===== src/hqs_pkg.sv =====
// hqs_pkg: shared types, constants and the order compare for the quicksort engine.
// No dependencies; used by hqs_sorter and hybrid_quicksort_engine.
package hqs_pkg;

    localparam int VAL_W = 32;

    typedef enum logic [1:0] {
        S_LOAD,
        S_SORT,
        S_DRAIN
    } t_top_state;

    typedef enum logic [4:0] {
        SS_IDLE,
        SS_LOOP,
        SS_POP,
        SS_P_RDP,
        SS_P_LDP,
        SS_P_RDJ,
        SS_P_CMP,
        SS_P_SW1,
        SS_P_SW2,
        SS_F_RD,
        SS_F_SW1,
        SS_F_SW2,
        SS_SPLIT,
        SS_I_RDK,
        SS_I_LDK,
        SS_I_RDJ,
        SS_I_CMP,
        SS_I_WR
    } t_sort_state;

    // true when a must come after b in the selected order
    function automatic logic out_of_order(
        input logic signed [VAL_W-1:0] a,
        input logic signed [VAL_W-1:0] b,
        input logic                    desc
    );
        out_of_order = desc ? (a < b) : (a > b);
    endfunction

endpackage


===== src/hybrid_quicksort_engine.sv =====
// hybrid_quicksort_engine: top level; load, sort and drain of one array.
// Depends on hqs_pkg, hqs_ram and hqs_sorter.
//
// Usage:
//   Input channel (i_valid/o_ready) carries one signed 32-bit value per
//   request, with i_last_in on the final element. Requests are taken one
//   per cycle while loading; values past MAX_ELEMENTS are dropped, but a
//   dropped request marked last still starts the sort.
//   After the last request o_ready drops. A sequencer sorts the store
//   with one comparator and one RAM port: Lomuto quicksort with the last
//   element as pivot, ranges of INSERTION_CUTOFF or fewer finished by
//   insertion sort, smaller side pushed on a STACK_DEPTH range stack.
//   Sort time is set by that single RAM port: of order N log N element
//   visits typically, N squared at worst. Output channel (o_valid/i_ready)
//   then returns the N sorted values, o_last_out on the final one; the next
//   value is read from the store only once the previous one has moved to
//   the output register. A stalled receiver just holds the output register;
//   loading of the next array starts once the last result sits there.
//   i_cfg_we/i_cfg_data write the order bit (1 = descending) while idle.
//   Synchronous active-low reset: empty store, loading, order ascending.
module hybrid_quicksort_engine #(
    parameter int MAX_ELEMENTS     = 64,
    parameter int INSERTION_CUTOFF = 10,
    parameter int STACK_DEPTH      = 8
) (
    input  logic                             i_clk,
    input  logic                             i_rst_n,
    input  logic                             i_valid,
    output logic                             o_ready,
    input  logic signed [hqs_pkg::VAL_W-1:0] i_value,
    input  logic                             i_last_in,
    output logic                             o_valid,
    input  logic                             i_ready,
    output logic signed [hqs_pkg::VAL_W-1:0] o_sorted_value,
    output logic                             o_last_out,
    input  logic                             i_cfg_we,
    input  logic                             i_cfg_data
);

    localparam int AW = $clog2(MAX_ELEMENTS);
    localparam int CW = $clog2(MAX_ELEMENTS + 1);
    localparam logic [CW-1:0] MAXC = CW'(MAX_ELEMENTS);

    hqs_pkg::t_top_state r_state, n_state;

    logic          r_desc;
    logic [CW-1:0] r_cnt, n_cnt;        // elements in the store
    logic          r_start, n_start;    // one-cycle kick to the sorter
    logic [CW-1:0] r_rd_idx, n_rd_idx;  // next drain read
    logic          r_pend, n_pend;      // drain read in flight
    logic          r_pend_last, n_pend_last;
    logic          r_all, n_all;        // every drain read issued
    logic          r_ovalid, n_ovalid;
    logic signed [hqs_pkg::VAL_W-1:0] r_oval, n_oval;
    logic          r_olast, n_olast;

    logic                             in_acc;
    logic                             load_we;
    logic                             drain_re;
    logic                             sort_done;
    logic                             sort_re, sort_we;
    logic [AW-1:0]                    sort_raddr, sort_waddr;
    logic signed [hqs_pkg::VAL_W-1:0] sort_wdata;
    logic                             ram_we, ram_re;
    logic [AW-1:0]                    ram_waddr, ram_raddr;
    logic signed [hqs_pkg::VAL_W-1:0] ram_wdata, ram_rdata;

    assign o_ready        = (r_state == hqs_pkg::S_LOAD);
    assign in_acc         = i_valid && o_ready;
    assign o_valid        = r_ovalid;
    assign o_sorted_value = r_oval;
    assign o_last_out     = r_olast;

    // RAM port sharing: load writes, drain reads, sorter otherwise
    assign ram_we    = load_we || sort_we;
    assign ram_waddr = (r_state == hqs_pkg::S_LOAD) ? AW'(r_cnt) : sort_waddr;
    assign ram_wdata = (r_state == hqs_pkg::S_LOAD) ? i_value : sort_wdata;
    assign ram_re    = drain_re || sort_re;
    assign ram_raddr = (r_state == hqs_pkg::S_DRAIN) ? AW'(r_rd_idx) : sort_raddr;

    hqs_ram #(
        .WIDTH (hqs_pkg::VAL_W),
        .DEPTH (MAX_ELEMENTS)
    ) u_store (
        .i_clk   (i_clk),
        .i_we    (ram_we),
        .i_waddr (ram_waddr),
        .i_wdata (ram_wdata),
        .i_re    (ram_re),
        .i_raddr (ram_raddr),
        .o_rdata (ram_rdata)
    );

    hqs_sorter #(
        .MAX_ELEMENTS     (MAX_ELEMENTS),
        .INSERTION_CUTOFF (INSERTION_CUTOFF),
        .STACK_DEPTH      (STACK_DEPTH)
    ) u_sorter (
        .i_clk       (i_clk),
        .i_rst_n     (i_rst_n),
        .i_start     (r_start),
        .i_count     (r_cnt),
        .i_desc      (r_desc),
        .o_done      (sort_done),
        .o_ram_re    (sort_re),
        .o_ram_raddr (sort_raddr),
        .i_ram_rdata (ram_rdata),
        .o_ram_we    (sort_we),
        .o_ram_waddr (sort_waddr),
        .o_ram_wdata (sort_wdata)
    );

    always_ff @(posedge i_clk) begin
        if (!i_rst_n) begin
            r_state  <= hqs_pkg::S_LOAD;
            r_desc   <= 1'b0;
            r_cnt    <= '0;
            r_start  <= 1'b0;
            r_pend   <= 1'b0;
            r_all    <= 1'b0;
            r_ovalid <= 1'b0;
        end else begin
            r_state  <= n_state;
            r_cnt    <= n_cnt;
            r_start  <= n_start;
            r_pend   <= n_pend;
            r_all    <= n_all;
            r_ovalid <= n_ovalid;
            if (i_cfg_we) begin
                r_desc <= i_cfg_data;
            end
        end
        r_rd_idx    <= n_rd_idx;
        r_pend_last <= n_pend_last;
        r_oval      <= n_oval;
        r_olast     <= n_olast;
    end

    always_comb begin
        n_state     = r_state;
        n_cnt       = r_cnt;
        n_start     = 1'b0;
        n_rd_idx    = r_rd_idx;
        n_pend      = r_pend;
        n_pend_last = r_pend_last;
        n_all       = r_all;
        n_ovalid    = r_ovalid && !i_ready;
        n_oval      = r_oval;
        n_olast     = r_olast;
        load_we     = 1'b0;
        drain_re    = 1'b0;

        case (r_state)
            hqs_pkg::S_LOAD: begin
                if (in_acc) begin
                    if (r_cnt < MAXC) begin
                        load_we = 1'b1;
                        n_cnt   = r_cnt + 1'b1;
                    end
                    if (i_last_in) begin
                        n_start = 1'b1;
                        n_state = hqs_pkg::S_SORT;
                    end
                end
            end
            hqs_pkg::S_SORT: begin
                if (sort_done) begin
                    n_rd_idx = '0;
                    n_pend   = 1'b0;
                    n_all    = 1'b0;
                    n_state  = hqs_pkg::S_DRAIN;
                end
            end
            hqs_pkg::S_DRAIN: begin
                if (!r_pend && !r_all) begin
                    drain_re    = 1'b1;
                    n_pend      = 1'b1;
                    n_pend_last = (r_rd_idx == r_cnt - 1'b1);
                    n_all       = (r_rd_idx == r_cnt - 1'b1);
                    n_rd_idx    = r_rd_idx + 1'b1;
                end
                // read data holds in the RAM until the output slot frees
                if (r_pend && (!r_ovalid || i_ready)) begin
                    n_pend   = 1'b0;
                    n_ovalid = 1'b1;
                    n_oval   = ram_rdata;
                    n_olast  = r_pend_last;
                    if (r_pend_last) begin
                        n_cnt   = '0;
                        n_state = hqs_pkg::S_LOAD;
                    end
                end
            end
            default: begin
                n_state = hqs_pkg::S_LOAD;
            end
        endcase
    end

endmodule


===== src/hqs_ram.sv =====
// hqs_ram: generic single-write, single-read RAM with registered read data.
// No dependencies.
module hqs_ram #(
    parameter int WIDTH = 32,
    parameter int DEPTH = 64
) (
    input  logic                     i_clk,
    input  logic                     i_we,
    input  logic [$clog2(DEPTH)-1:0] i_waddr,
    input  logic [WIDTH-1:0]         i_wdata,
    input  logic                     i_re,
    input  logic [$clog2(DEPTH)-1:0] i_raddr,
    output logic [WIDTH-1:0]         o_rdata
);

    logic [WIDTH-1:0] r_mem [DEPTH];
    logic [WIDTH-1:0] r_rdata;

    always_ff @(posedge i_clk) begin
        if (i_we) begin
            r_mem[i_waddr] <= i_wdata;
        end
        if (i_re) begin
            r_rdata <= r_mem[i_raddr];
        end
    end

    assign o_rdata = r_rdata;

endmodule


===== src/hqs_sorter.sv =====
// hqs_sorter: sequencer for the hybrid quicksort over the element RAM.
// Depends on hqs_pkg; drives the RAM ports owned by the top level.
module hqs_sorter #(
    parameter int MAX_ELEMENTS     = 64,
    parameter int INSERTION_CUTOFF = 10,
    parameter int STACK_DEPTH      = 8
) (
    input  logic                                  i_clk,
    input  logic                                  i_rst_n,
    input  logic                                  i_start,
    input  logic [$clog2(MAX_ELEMENTS+1)-1:0]     i_count,
    input  logic                                  i_desc,
    output logic                                  o_done,
    output logic                                  o_ram_re,
    output logic [$clog2(MAX_ELEMENTS)-1:0]       o_ram_raddr,
    input  logic signed [hqs_pkg::VAL_W-1:0]      i_ram_rdata,
    output logic                                  o_ram_we,
    output logic [$clog2(MAX_ELEMENTS)-1:0]       o_ram_waddr,
    output logic signed [hqs_pkg::VAL_W-1:0]      o_ram_wdata
);

    localparam int AW    = $clog2(MAX_ELEMENTS);
    localparam int CUT_W = $clog2(INSERTION_CUTOFF + 1);
    localparam int XW    = (AW > CUT_W) ? AW : CUT_W;
    localparam int SW    = $clog2(STACK_DEPTH + 1);
    localparam int SIW   = $clog2(STACK_DEPTH);
    localparam logic [XW-1:0] CUT    = XW'(INSERTION_CUTOFF);
    localparam logic [SW-1:0] SDEPTH = SW'(STACK_DEPTH);

    hqs_pkg::t_sort_state r_state, n_state;

    logic [AW-1:0] r_lo, n_lo, r_hi, n_hi;       // current quicksort range
    logic [AW-1:0] r_ilo, n_ilo, r_ihi, n_ihi;   // insertion range
    logic [AW-1:0] r_i, n_i, r_jp, n_jp;         // insertion cursor, hole
    logic [AW-1:0] r_j, n_j, r_ip, n_ip;         // partition scan, store slot
    logic signed [hqs_pkg::VAL_W-1:0] r_pivot, n_pivot;
    logic signed [hqs_pkg::VAL_W-1:0] r_key, n_key;
    logic signed [hqs_pkg::VAL_W-1:0] r_val, n_val;
    logic          r_resume, n_resume;           // insertion returns to the loop
    logic [SW-1:0] r_sp, n_sp;
    logic [AW-1:0] r_stk_lo [STACK_DEPTH];
    logic [AW-1:0] r_stk_hi [STACK_DEPTH];

    logic                             push;
    logic [AW-1:0]                    push_lo, push_hi;
    logic signed [hqs_pkg::VAL_W-1:0] cmp_b;
    logic                             ooo;
    logic [AW-1:0]                    dl, dh, s_lo, s_hi;
    logic                             s_ok;

    // the one comparator, shared by partition and insertion
    assign cmp_b = (r_state == hqs_pkg::SS_P_CMP) ? r_pivot : r_key;
    assign ooo   = hqs_pkg::out_of_order(i_ram_rdata, cmp_b, i_desc);

    always_ff @(posedge i_clk) begin
        if (!i_rst_n) begin
            r_state <= hqs_pkg::SS_IDLE;
            r_sp    <= '0;
        end else begin
            r_state <= n_state;
            r_sp    <= n_sp;
        end
        r_lo     <= n_lo;
        r_hi     <= n_hi;
        r_ilo    <= n_ilo;
        r_ihi    <= n_ihi;
        r_i      <= n_i;
        r_jp     <= n_jp;
        r_j      <= n_j;
        r_ip     <= n_ip;
        r_pivot  <= n_pivot;
        r_key    <= n_key;
        r_val    <= n_val;
        r_resume <= n_resume;
        if (push) begin
            r_stk_lo[r_sp[SIW-1:0]] <= push_lo;
            r_stk_hi[r_sp[SIW-1:0]] <= push_hi;
        end
    end

    always_comb begin
        n_state     = r_state;
        n_lo        = r_lo;
        n_hi        = r_hi;
        n_ilo       = r_ilo;
        n_ihi       = r_ihi;
        n_i         = r_i;
        n_jp        = r_jp;
        n_j         = r_j;
        n_ip        = r_ip;
        n_pivot     = r_pivot;
        n_key       = r_key;
        n_val       = r_val;
        n_resume    = r_resume;
        n_sp        = r_sp;
        push        = 1'b0;
        push_lo     = '0;
        push_hi     = '0;
        o_done      = 1'b0;
        o_ram_re    = 1'b0;
        o_ram_raddr = r_hi;
        o_ram_we    = 1'b0;
        o_ram_waddr = r_ip;
        o_ram_wdata = r_pivot;
        dl          = r_ip - r_lo;
        dh          = r_hi - r_ip;
        s_lo        = r_lo;
        s_hi        = r_ip - AW'(1);
        s_ok        = 1'b0;

        case (r_state)
            hqs_pkg::SS_IDLE: begin
                if (i_start) begin
                    n_lo    = '0;
                    n_hi    = AW'(i_count - 1'b1);
                    n_sp    = '0;
                    n_state = hqs_pkg::SS_LOOP;
                end
            end
            hqs_pkg::SS_LOOP: begin
                if (r_lo < r_hi) begin
                    if (XW'(r_hi - r_lo) < CUT) begin
                        n_ilo    = r_lo;
                        n_ihi    = r_hi;
                        n_i      = r_lo + AW'(1);
                        n_resume = 1'b0;
                        n_state  = hqs_pkg::SS_I_RDK;
                    end else begin
                        n_state = hqs_pkg::SS_P_RDP;
                    end
                end else begin
                    n_state = hqs_pkg::SS_POP;
                end
            end
            hqs_pkg::SS_POP: begin
                if (r_sp == '0) begin
                    o_done  = 1'b1;
                    n_state = hqs_pkg::SS_IDLE;
                end else begin
                    n_sp    = r_sp - 1'b1;
                    n_lo    = r_stk_lo[n_sp[SIW-1:0]];
                    n_hi    = r_stk_hi[n_sp[SIW-1:0]];
                    n_state = hqs_pkg::SS_LOOP;
                end
            end
            // Lomuto partition, pivot is the last element
            hqs_pkg::SS_P_RDP: begin
                o_ram_re    = 1'b1;
                o_ram_raddr = r_hi;
                n_state     = hqs_pkg::SS_P_LDP;
            end
            hqs_pkg::SS_P_LDP: begin
                n_pivot = i_ram_rdata;
                n_j     = r_lo;
                n_ip    = r_lo;
                n_state = hqs_pkg::SS_P_RDJ;
            end
            hqs_pkg::SS_P_RDJ: begin
                if (r_j == r_hi) begin
                    n_state = hqs_pkg::SS_F_RD;
                end else begin
                    o_ram_re    = 1'b1;
                    o_ram_raddr = r_j;
                    n_state     = hqs_pkg::SS_P_CMP;
                end
            end
            hqs_pkg::SS_P_CMP: begin
                if (!ooo) begin
                    if (r_ip == r_j) begin
                        n_ip    = r_ip + AW'(1);
                        n_j     = r_j + AW'(1);
                        n_state = hqs_pkg::SS_P_RDJ;
                    end else begin
                        n_val       = i_ram_rdata;
                        o_ram_re    = 1'b1;
                        o_ram_raddr = r_ip;
                        n_state     = hqs_pkg::SS_P_SW1;
                    end
                end else begin
                    n_j     = r_j + AW'(1);
                    n_state = hqs_pkg::SS_P_RDJ;
                end
            end
            hqs_pkg::SS_P_SW1: begin
                o_ram_we    = 1'b1;
                o_ram_waddr = r_j;
                o_ram_wdata = i_ram_rdata;
                n_state     = hqs_pkg::SS_P_SW2;
            end
            hqs_pkg::SS_P_SW2: begin
                o_ram_we    = 1'b1;
                o_ram_waddr = r_ip;
                o_ram_wdata = r_val;
                n_ip        = r_ip + AW'(1);
                n_j         = r_j + AW'(1);
                n_state     = hqs_pkg::SS_P_RDJ;
            end
            // pivot moves into its slot
            hqs_pkg::SS_F_RD: begin
                o_ram_re    = 1'b1;
                o_ram_raddr = r_ip;
                n_state     = hqs_pkg::SS_F_SW1;
            end
            hqs_pkg::SS_F_SW1: begin
                o_ram_we    = 1'b1;
                o_ram_waddr = r_hi;
                o_ram_wdata = i_ram_rdata;
                n_state     = hqs_pkg::SS_F_SW2;
            end
            hqs_pkg::SS_F_SW2: begin
                o_ram_we    = 1'b1;
                o_ram_waddr = r_ip;
                o_ram_wdata = r_pivot;
                n_state     = hqs_pkg::SS_SPLIT;
            end
            // smaller side to the stack, keep going on the larger side
            hqs_pkg::SS_SPLIT: begin
                if (dl < dh) begin
                    s_lo = r_lo;
                    s_hi = r_ip - AW'(1);
                    s_ok = dl > AW'(1);
                    n_lo = r_ip + AW'(1);
                end else begin
                    s_lo = r_ip + AW'(1);
                    s_hi = r_hi;
                    s_ok = dh > AW'(1);
                    n_hi = r_ip - AW'(1);
                end
                n_state = hqs_pkg::SS_LOOP;
                if (s_ok) begin
                    if (r_sp < SDEPTH) begin
                        push    = 1'b1;
                        push_lo = s_lo;
                        push_hi = s_hi;
                        n_sp    = r_sp + 1'b1;
                    end else begin
                        // stack full: finish the small side here
                        n_ilo    = s_lo;
                        n_ihi    = s_hi;
                        n_i      = s_lo + AW'(1);
                        n_resume = 1'b1;
                        n_state  = hqs_pkg::SS_I_RDK;
                    end
                end
            end
            // insertion sort over r_ilo..r_ihi
            hqs_pkg::SS_I_RDK: begin
                o_ram_re    = 1'b1;
                o_ram_raddr = r_i;
                n_state     = hqs_pkg::SS_I_LDK;
            end
            hqs_pkg::SS_I_LDK: begin
                n_key   = i_ram_rdata;
                n_jp    = r_i;
                n_state = hqs_pkg::SS_I_RDJ;
            end
            hqs_pkg::SS_I_RDJ: begin
                if (r_jp == r_ilo) begin
                    n_state = hqs_pkg::SS_I_WR;
                end else begin
                    o_ram_re    = 1'b1;
                    o_ram_raddr = r_jp - AW'(1);
                    n_state     = hqs_pkg::SS_I_CMP;
                end
            end
            hqs_pkg::SS_I_CMP: begin
                if (ooo) begin
                    o_ram_we    = 1'b1;
                    o_ram_waddr = r_jp;
                    o_ram_wdata = i_ram_rdata;
                    n_jp        = r_jp - AW'(1);
                    n_state     = hqs_pkg::SS_I_RDJ;
                end else begin
                    n_state = hqs_pkg::SS_I_WR;
                end
            end
            hqs_pkg::SS_I_WR: begin
                o_ram_we    = 1'b1;
                o_ram_waddr = r_jp;
                o_ram_wdata = r_key;
                if (r_i == r_ihi) begin
                    n_state = r_resume ? hqs_pkg::SS_LOOP : hqs_pkg::SS_POP;
                end else begin
                    n_i     = r_i + AW'(1);
                    n_state = hqs_pkg::SS_I_RDK;
                end
            end
            default: begin
                n_state = hqs_pkg::SS_IDLE;
            end
        endcase
    end

endmodule


===== config.mk =====
export PLATFORM = sky130hd
export DESIGN_NAME = hybrid_quicksort_engine
export DESIGN_NICKNAME = d
export VERILOG_FILES = /design/src/hqs_pkg.sv /design/src/hybrid_quicksort_engine.sv /design/src/hqs_ram.sv /design/src/hqs_sorter.sv
export SDC_FILE = /design/constraint.sdc
export NUM_CORES = 2
export LEC_CHECK = 0
export BUFFER_PORTS_ARGS = -buffer_cell sky130_fd_sc_hd__buf_4
export CORE_ASPECT_RATIO = 1.4
export CORE_MARGIN = 4
export CORE_UTILIZATION = 35
export CTS_CLUSTER_SIZE = 25
export DETAILED_ROUTE_END_ITERATION = 8
export PLACE_DENSITY = 0.56
export SETUP_SLACK_MARGIN = 0.4
export SYNTH_ARGS = -nofsm -noshare
export SYNTH_HDL_FRONTEND = slang
export SYNTH_HIERARCHICAL = 1
export SYNTH_SLANG_ARGS = --single-unit

===== constraint.sdc =====
create_clock -name i_clk -period 19.96 [get_ports i_clk]
set_input_delay 0 -clock i_clk [delete_from_list [all_inputs] [get_ports i_clk]]
set_output_delay 0 -clock i_clk [all_outputs]
set_load 0.02 [all_outputs]

Yosys cells after proc, flatten, opt, wreduce, memory -nomap -nowiden
Memory sizes are Yosys's and may differ from the RTL's. A register that Yosys moved wholly into a read port is not among the register bits.
Cells that the tools add are included.
{"block": "word_totals", "ff_bits": 209, "ramBits": 2144, "output_inout_bits": 35, "elab_cells": 266, "mem_count": 3}
{"name": "u_store.r_mem", "depth": 64, "word_bits": 32, "rd": 1, "rd_ports_with_merged_regs": 1, "wr": 1, "line": "hqs_ram.sv:16", "source": "logic [WIDTH-1:0] r_mem [DEPTH];"}
{"name": "u_sorter.r_stk_hi", "depth": 8, "word_bits": 6, "rd": 1, "rd_ports_with_merged_regs": 0, "wr": 1, "line": "hqs_sorter.sv:42", "source": "logic [AW-1:0] r_stk_hi [STACK_DEPTH];"}
{"name": "u_sorter.r_stk_lo", "depth": 8, "word_bits": 6, "rd": 1, "rd_ports_with_merged_regs": 0, "wr": 1, "line": "hqs_sorter.sv:41", "source": "logic [AW-1:0] r_stk_lo [STACK_DEPTH];"}
{"block": "op_classes", "addsub": 15, "n_lt_le_gt_ge": 9, "eq_ne": 46, "n_mux": 125, "bitwise": 2, "n_reduce_logical": 41}
{"operator": "two-way mux 6 bit", "n": 40}
{"operator": "case mux 32 bit (4 select lines)", "n": 1}
{"operator": "two-way mux 32 bit", "n": 3}
{"operator": "case mux 6 bit (3 select lines)", "n": 5}
{"operator": "case mux 5 bit (17 select lines)", "n": 1}
{"operator": "two-way mux 7 bit", "n": 6}
{"operator": "== test 5 x 4 -> 1 bit (second input constant)", "n": 8}
{"operator": "case mux 6 bit (2 select lines)", "n": 3}
{"operator": "two-way mux 1 bit", "n": 35}
{"operator": "greater-than comparator 32 bit", "n": 1}
{"operator": "< comparator 32 bit", "n": 1}
{"operator": "two-way mux 4 bit", "n": 8}
{"operator": "adder 6 x 1 -> 6 bit (second input constant)", "n": 5}
{"operator": "case mux 6 bit (5 select lines)", "n": 1}
{"operator": "case mux 7 bit (2 select lines)", "n": 2}
{"operator": "== test 6 bit", "n": 4}
{"operator": "case mux 6 bit (4 select lines)", "n": 1}
{"operator": "!= test 2 x 1 -> 1 bit (second input constant)", "n": 11}
{"operator": "== test 5 x 3 -> 1 bit (second input constant)", "n": 4}
{"operator": "two-way mux 5 bit", "n": 4}
{"operator": "AND reduction 5 bit", "n": 4}
{"operator": "!= test 2 bit (second input constant)", "n": 9}
{"operator": "subtractor 6 bit", "n": 3}
{"operator": "two-way mux 2 bit", "n": 8}
{"operator": "38 further kinds", "n": 70}

Longest topological paths before layout
{"block": "depth", "word_depth": 9, "ltp_mapped": 27, "ltp_nobuf": 20}

By module
The synthesis kept the hierarchy.
{"mod": "hqs_ram", "instances": 1, "cells_each": 3511, "area_each_um2": 79359.9, "seq_area_each_um2": 62459.9}
{"mod": "hqs_sorter", "instances": 1, "cells_each": 1064, "area_each_um2": 13422.9, "seq_area_each_um2": 7417.1}
{"mod": "hybrid_quicksort_engine", "instances": 1, "cells_each": 221, "area_each_um2": 2805.2, "seq_area_each_um2": 1511.4}

Worst setup path after synthesis
Ideal clock, no wire load.
{"block": "synth_path", "path_kind": "register -> register", "from": "register u_sorter.r_state[3]", "to": "memory u_store.r_mem[28][0], enable pin", "t_arrival_ns": 6.687, "required_ns": 19.539, "slack_ns": 12.851, "path_stages_with_launch": 21, "n_path_buf": 5, "path_cell_list": "dfxtp_1 -> clkbuf_1 -> nor2b_1 -> nand3_1 -> clkbuf_1 -> clkbuf_1 -> mux2i_1 -> ha_1 -> nand4_1 -> or3_4 -> or3_4 -> o21ai_2 -> nor2b_1 -> o32ai_2 -> a221o_1 -> mux2_2 -> clkbuf_1 -> or3b_2 -> or2_2 -> clkbuf_1 -> nor2_1"}
{"block": "synth_between", "elab_cells_between_ends": 20, "classes_between": "2 x order compare; 7 x eq/ne; 9 x mux; 2 x reduce/logical"}
{"element": "start, declared", "line": "hqs_sorter.sv:30", "source": "hqs_pkg::t_sort_state r_state, n_state;"}
{"element": "start signal, assigned", "line": "hqs_sorter.sv:57", "source": "r_state <= hqs_pkg::SS_IDLE;"}
{"element": "start signal, assigned", "line": "hqs_sorter.sv:60", "source": "r_state <= n_state;"}
{"element": "== test 5 x 3 -> 1 bit", "line": "hqs_sorter.sv:52", "source": "assign cmp_b = (r_state == hqs_pkg::SS_P_CMP) ? r_pivot : r_key;"}
{"element": "two-way mux 32 bit", "line": "hqs_sorter.sv:52"}
{"element": "greater-than comparator 32 bit / < comparator 32 bit (equally long branches)", "line": "hqs_pkg.sv:40", "source": "out_of_order = desc ? (a < b) : (a > b);"}
{"element": "two-way mux 1 bit", "line": "hqs_pkg.sv:40"}
{"element": "two-way mux 6 bit", "line": "hqs_sorter.sv:267", "source": "if (ooo) begin"}
{"element": "case mux 6 bit (4 select lines) *", "line": "hqs_sorter.sv:111", "source": "case (r_state)"}
{"element": "named net sort_waddr[1]", "line": "hybrid_quicksort_engine.sv:62", "source": "logic [AW-1:0] sort_raddr, sort_waddr;"}
{"element": "two-way mux 6 bit *", "line": "hybrid_quicksort_engine.sv:76", "source": "assign ram_waddr = (r_state == hqs_pkg::S_LOAD) ? AW'(r_cnt) : sort_waddr;"}
{"element": "named net ram_waddr[1]", "line": "hybrid_quicksort_engine.sv:65", "source": "logic [AW-1:0] ram_waddr, ram_raddr;"}
{"element": "end, declared", "line": "hqs_ram.sv:16"}
The timed path passes the listed nets; every way through them passes the cells marked *.

Final worst setup path
{"block": "layout_path", "from": "register u_sorter.r_state[2]", "to": "register u_store.r_rdata[3], in the netlist u_store/o_rdata[3], read port of u_store.r_mem, data pin"}
{"block": "layout_between", "elab_chain_cells": 7, "elab_cells_between_ends": 17, "classes_between": "2 x order compare; 6 x eq/ne; 7 x mux; 2 x reduce/logical"}
{"element": "== test 5 x 3 -> 1 bit", "line": "hqs_sorter.sv:52, hqs_sorter.sv:111"}
{"element": "two-way mux 32 bit", "line": "hqs_sorter.sv:52"}
{"element": "greater-than comparator 32 bit / < comparator 32 bit (equally long branches)", "line": "hqs_pkg.sv:40"}
{"element": "two-way mux 1 bit", "line": "hqs_pkg.sv:40"}
{"element": "two-way mux 6 bit", "line": "hqs_sorter.sv:168", "source": "if (!ooo) begin"}
{"element": "case mux 6 bit (5 select lines) *", "line": "hqs_sorter.sv:111"}
{"element": "named net sort_raddr[1]", "line": "hybrid_quicksort_engine.sv:62"}
{"element": "two-way mux 6 bit *", "line": "hybrid_quicksort_engine.sv:79", "source": "assign ram_raddr = (r_state == hqs_pkg::S_DRAIN) ? AW'(r_rd_idx) : sort_raddr;"}
{"element": "named net ram_raddr[1]", "line": "hybrid_quicksort_engine.sv:65"}
{"element": "end, declared", "line": "hqs_ram.sv:17", "source": "logic [WIDTH-1:0] r_rdata;"}
Marks and branches as above.
A chain may end at the register's enable or synchronous reset.

==> results.yml <==
global_route:
  track_usage: 0.181
  grt_max_degree: 120
  grt_pass1_vias: 49900
  antenna_found_initial: 6
  grt_pass1_wl_um: 372000
  overflow: 0
logic_synthesis:
  syn_area_um2: 95600
  synth_edf_count: 2362
  syn_inst: 4796
  synth.distinct_cells: 85
  synth_nets: 4906
  synth_ff_type: "edfxtp_1"
  avgSynthCellArea_um2: 19.9
  yosys_warnings: 6
  seq_area_frac_synth: 0.747
  synthArstFlopShare: 0
  synth_seq_cells: 2385
  synth_area_leaders: "edfxtp_1 74%, mux4_2 11%, mux2i_1 2.4%, a22oi_1 1.1%, ha_1 0.89%"
  synth_top_area_frac: 0.742
  synth.largest_area_cell: "edfxtp_1"
timing:
  worstMarginPinSlew_ns: 1.29
  fin_tns_setup_ns: 0
  report.final.hold_viol_count: 0
  skew_ns: 0.0600
  fin_crit_ns: 9.64
  max_slew_margin: 0.140
  drv_slew: 0
  grt_setup_unrepaired: "no"
  post-route-period-util: 0.483
  max_freq_mhz: 104
  setup_viol: 0
route:
  detail-route-antenna-nets: 0
  avgViaCountPerCell: 5.61
  first_pass_iters: 6
  routedWlPerCell_um: 30.0
  num_vias: 48700
  drc: 0
  drt_iter0_drc: 4618
  finalWirelength_um: 261000
floorplan:
  dieArea_um2: 282000
  io_pins: 74
  start_util: 0.352
  fp.dieW_um: 450
  die_y_um: 626
  core_area_um2: 271000
  row_count: 226
worst_setup_path:
  start_kind: "flip-flop"
  arrival_ns: 10.36
  crit_path_end_kind: "flip-flop"
  required_ns: 20.68
  crit_type: "reg -> reg"
  path_max_fanout: 50
flow_run:
  cap_violations: 0
placement:
  gp_congestion: 0.854
  port-buffer-count: 73
  dp.cells: 8283
  place_hpwl_um: 152000
clock_network:
  numCtsBuffers: 213
  root_buffer: "clkbuf_16"
  ctsLongestPathBuffers: 4
  h-tree-depth: 4
  path_clk_slew_ns: 0.07
  clk_latency_ns: 0.87
  cts.sinks: 2385
  cts_setup_buffers: 0
  cts_tree: "yes"
  post_cts_resized: 0
power_and_ir_drop:
  total_power_mw: 10.4
  ir_worst_vdd_uv: 72.2
  power_density_nw_per_um2: 96.8
  leakagePower_nw: 34.1
run_status:
  status: "finished clean"
finish:
  drive_above_1_share: 0.222
  nets: 5085
  seqCellArea_um2: 71400
  multi_input_area_um2: 23100
  final_cells: 8681
  syn2layout_area_growth_pct: 12.6
  fillers: 24000
min_path:
  hold_class: "in -> reg"
## flip-flops by register name, indices dropped and copies added, names as in the netlist, 6 cells and up
register and flops:
u_sorter/r_stk_hi 48, o_sorted_value 32, u_sorter/r_val 32, u_store/r_mem 2048, u_sorter/r_j 6, u_sorter/r_pivot 32, u_sorter/r_lo 6, u_sorter/r_stk_lo 48
u_store/o_rdata 32, r_rd_idx 7, u_sorter/r_jp 6, u_sorter/r_key 32, u_sorter/r_hi 6, u_sorter/r_ip 6, u_sorter/r_i 6, u_sorter/r_ilo 6
r_cnt 7, u_sorter/r_ihi 6
## path summary, 6_finish.rpt
kind,from,end,slack (ns),cells past startpoint
worst max-delay path,u_sorter/r_state[2],u_store/o_rdata[3],10.32,21
worst min-delay path,i_value[29],u_store/r_mem[44][29],0.09,3
worst max register to register,u_sorter/r_state[2],u_store/o_rdata[3],10.32,21
worst min register to register,r_all,r_all,0.51,2
## report_power, final
| part | switching, mW | internal (mW) |
|---|---|---|
| Sequential | 0.0228 | 5.62 |
| Clock | 1.80 | 2.25 |
| Combinational | 0.491 | 0.228 |
## logic make-up after synthesis
kind of cell / after synthesis / share of synthesized area
XOR/XNOR: 75 / 0.00695
adder cells (fa/ha/maj): 72 / 0.00963
flip-flops: 2385 / 0.747
AND/OR/NAND/NOR: 547 / 0.0276
buffers and inverters: 319 / 0.0185
AO/OA/AOI/OAI: 652 / 0.0502
multiplexers: 746 / 0.140
## critical path, cell delays in order, from the launching register on
cell and delay [ns]:
dfxtp_1 0.89, nor2b_1 0.37, nand3_2 0.10, buf_4 0.29
mux2i_1 0.18, ha_1 0.35, nand4_1 0.12, nor4_1 0.72
a21boi_0 0.55, a211oi_1 0.19, o211a_4 0.31, a2111oi_4 0.53
nand2_1 0.11, o211ai_1 0.18, mux2_8 0.60, buf_4 0.69
buf_4 0.49, buf_4 0.54, nand2b_2 0.73, o221ai_1 0.20
o21ai_0 0.87, and3_1 0.28
## synthesized netlist by cell type (all sizes together), types with 34 or more instances
master,n
o22ai,55
nor2b,35
edfxtp,2362
nand2,122
nand3,75
a221o,41
xor2,34
ha,68
buf,153
o21ai,78
nor2,169
mux2,47
a21oi,76
xnor2,41
mux4,470
a22o,47
clkbuf,120
a22oi,145
mux2i,229
inv,45
## stage by stage
stage,setup WS [ns],util,hold WS [ns],area [um^2]
global placement,10.48,0.372,0.265,101000
CTS,10.32,0.397,0.0413,108000
floorplan,12.85,-,0.162,95600
detailed placement,10.37,0.372,0.281,101000
finish,10.32,0.397,0.0852,108000
global route,9.83,0.397,0.0857,108000
## final cells by class
type | count | area share
flip-flops and latches | 2385 | 0.663
multi-input cells | 2092 | 0.215
clock buffers | 271 | 0.0525
well taps | 3534 | 0.0411
repair buffers | 237 | 0.0170
clock inverters | 111 | 0.00969
inverters | 46 | 0.00160
diodes | 5 | 0.000116
## metal layers
metal  track usage  part of all wire  vias up
li1              -                 -    20300
met1         0.222              0.38    26300
met2         0.336              0.54     1689
met3        0.0204             0.051      410
met4        0.0532             0.029        0
met5             0                 0        -
## layout by cell type, fill, tap and decap left out, types with 74 or more instances in the layout
cell type | netlist | layout
a21oi_1 | 75 | 75
a22oi_1 | 145 | 145
edfxtp_1 | 2362 | 2362
mux2i_1 | 229 | 229
nand2_1 | 122 | 122
nor2_1 | 169 | 97
buf_4 | 32 | 224
nand3_1 | 75 | 74
clkbuf_16 | 0 | 217
mux4_2 | 470 | 470
## repair_timing
action	in CTS	in global routing
endpoints found under the hold margin	23	0
setup endpoints to repair	0	0
hold buffers	11	0
(Power assumes the default switching activity.)
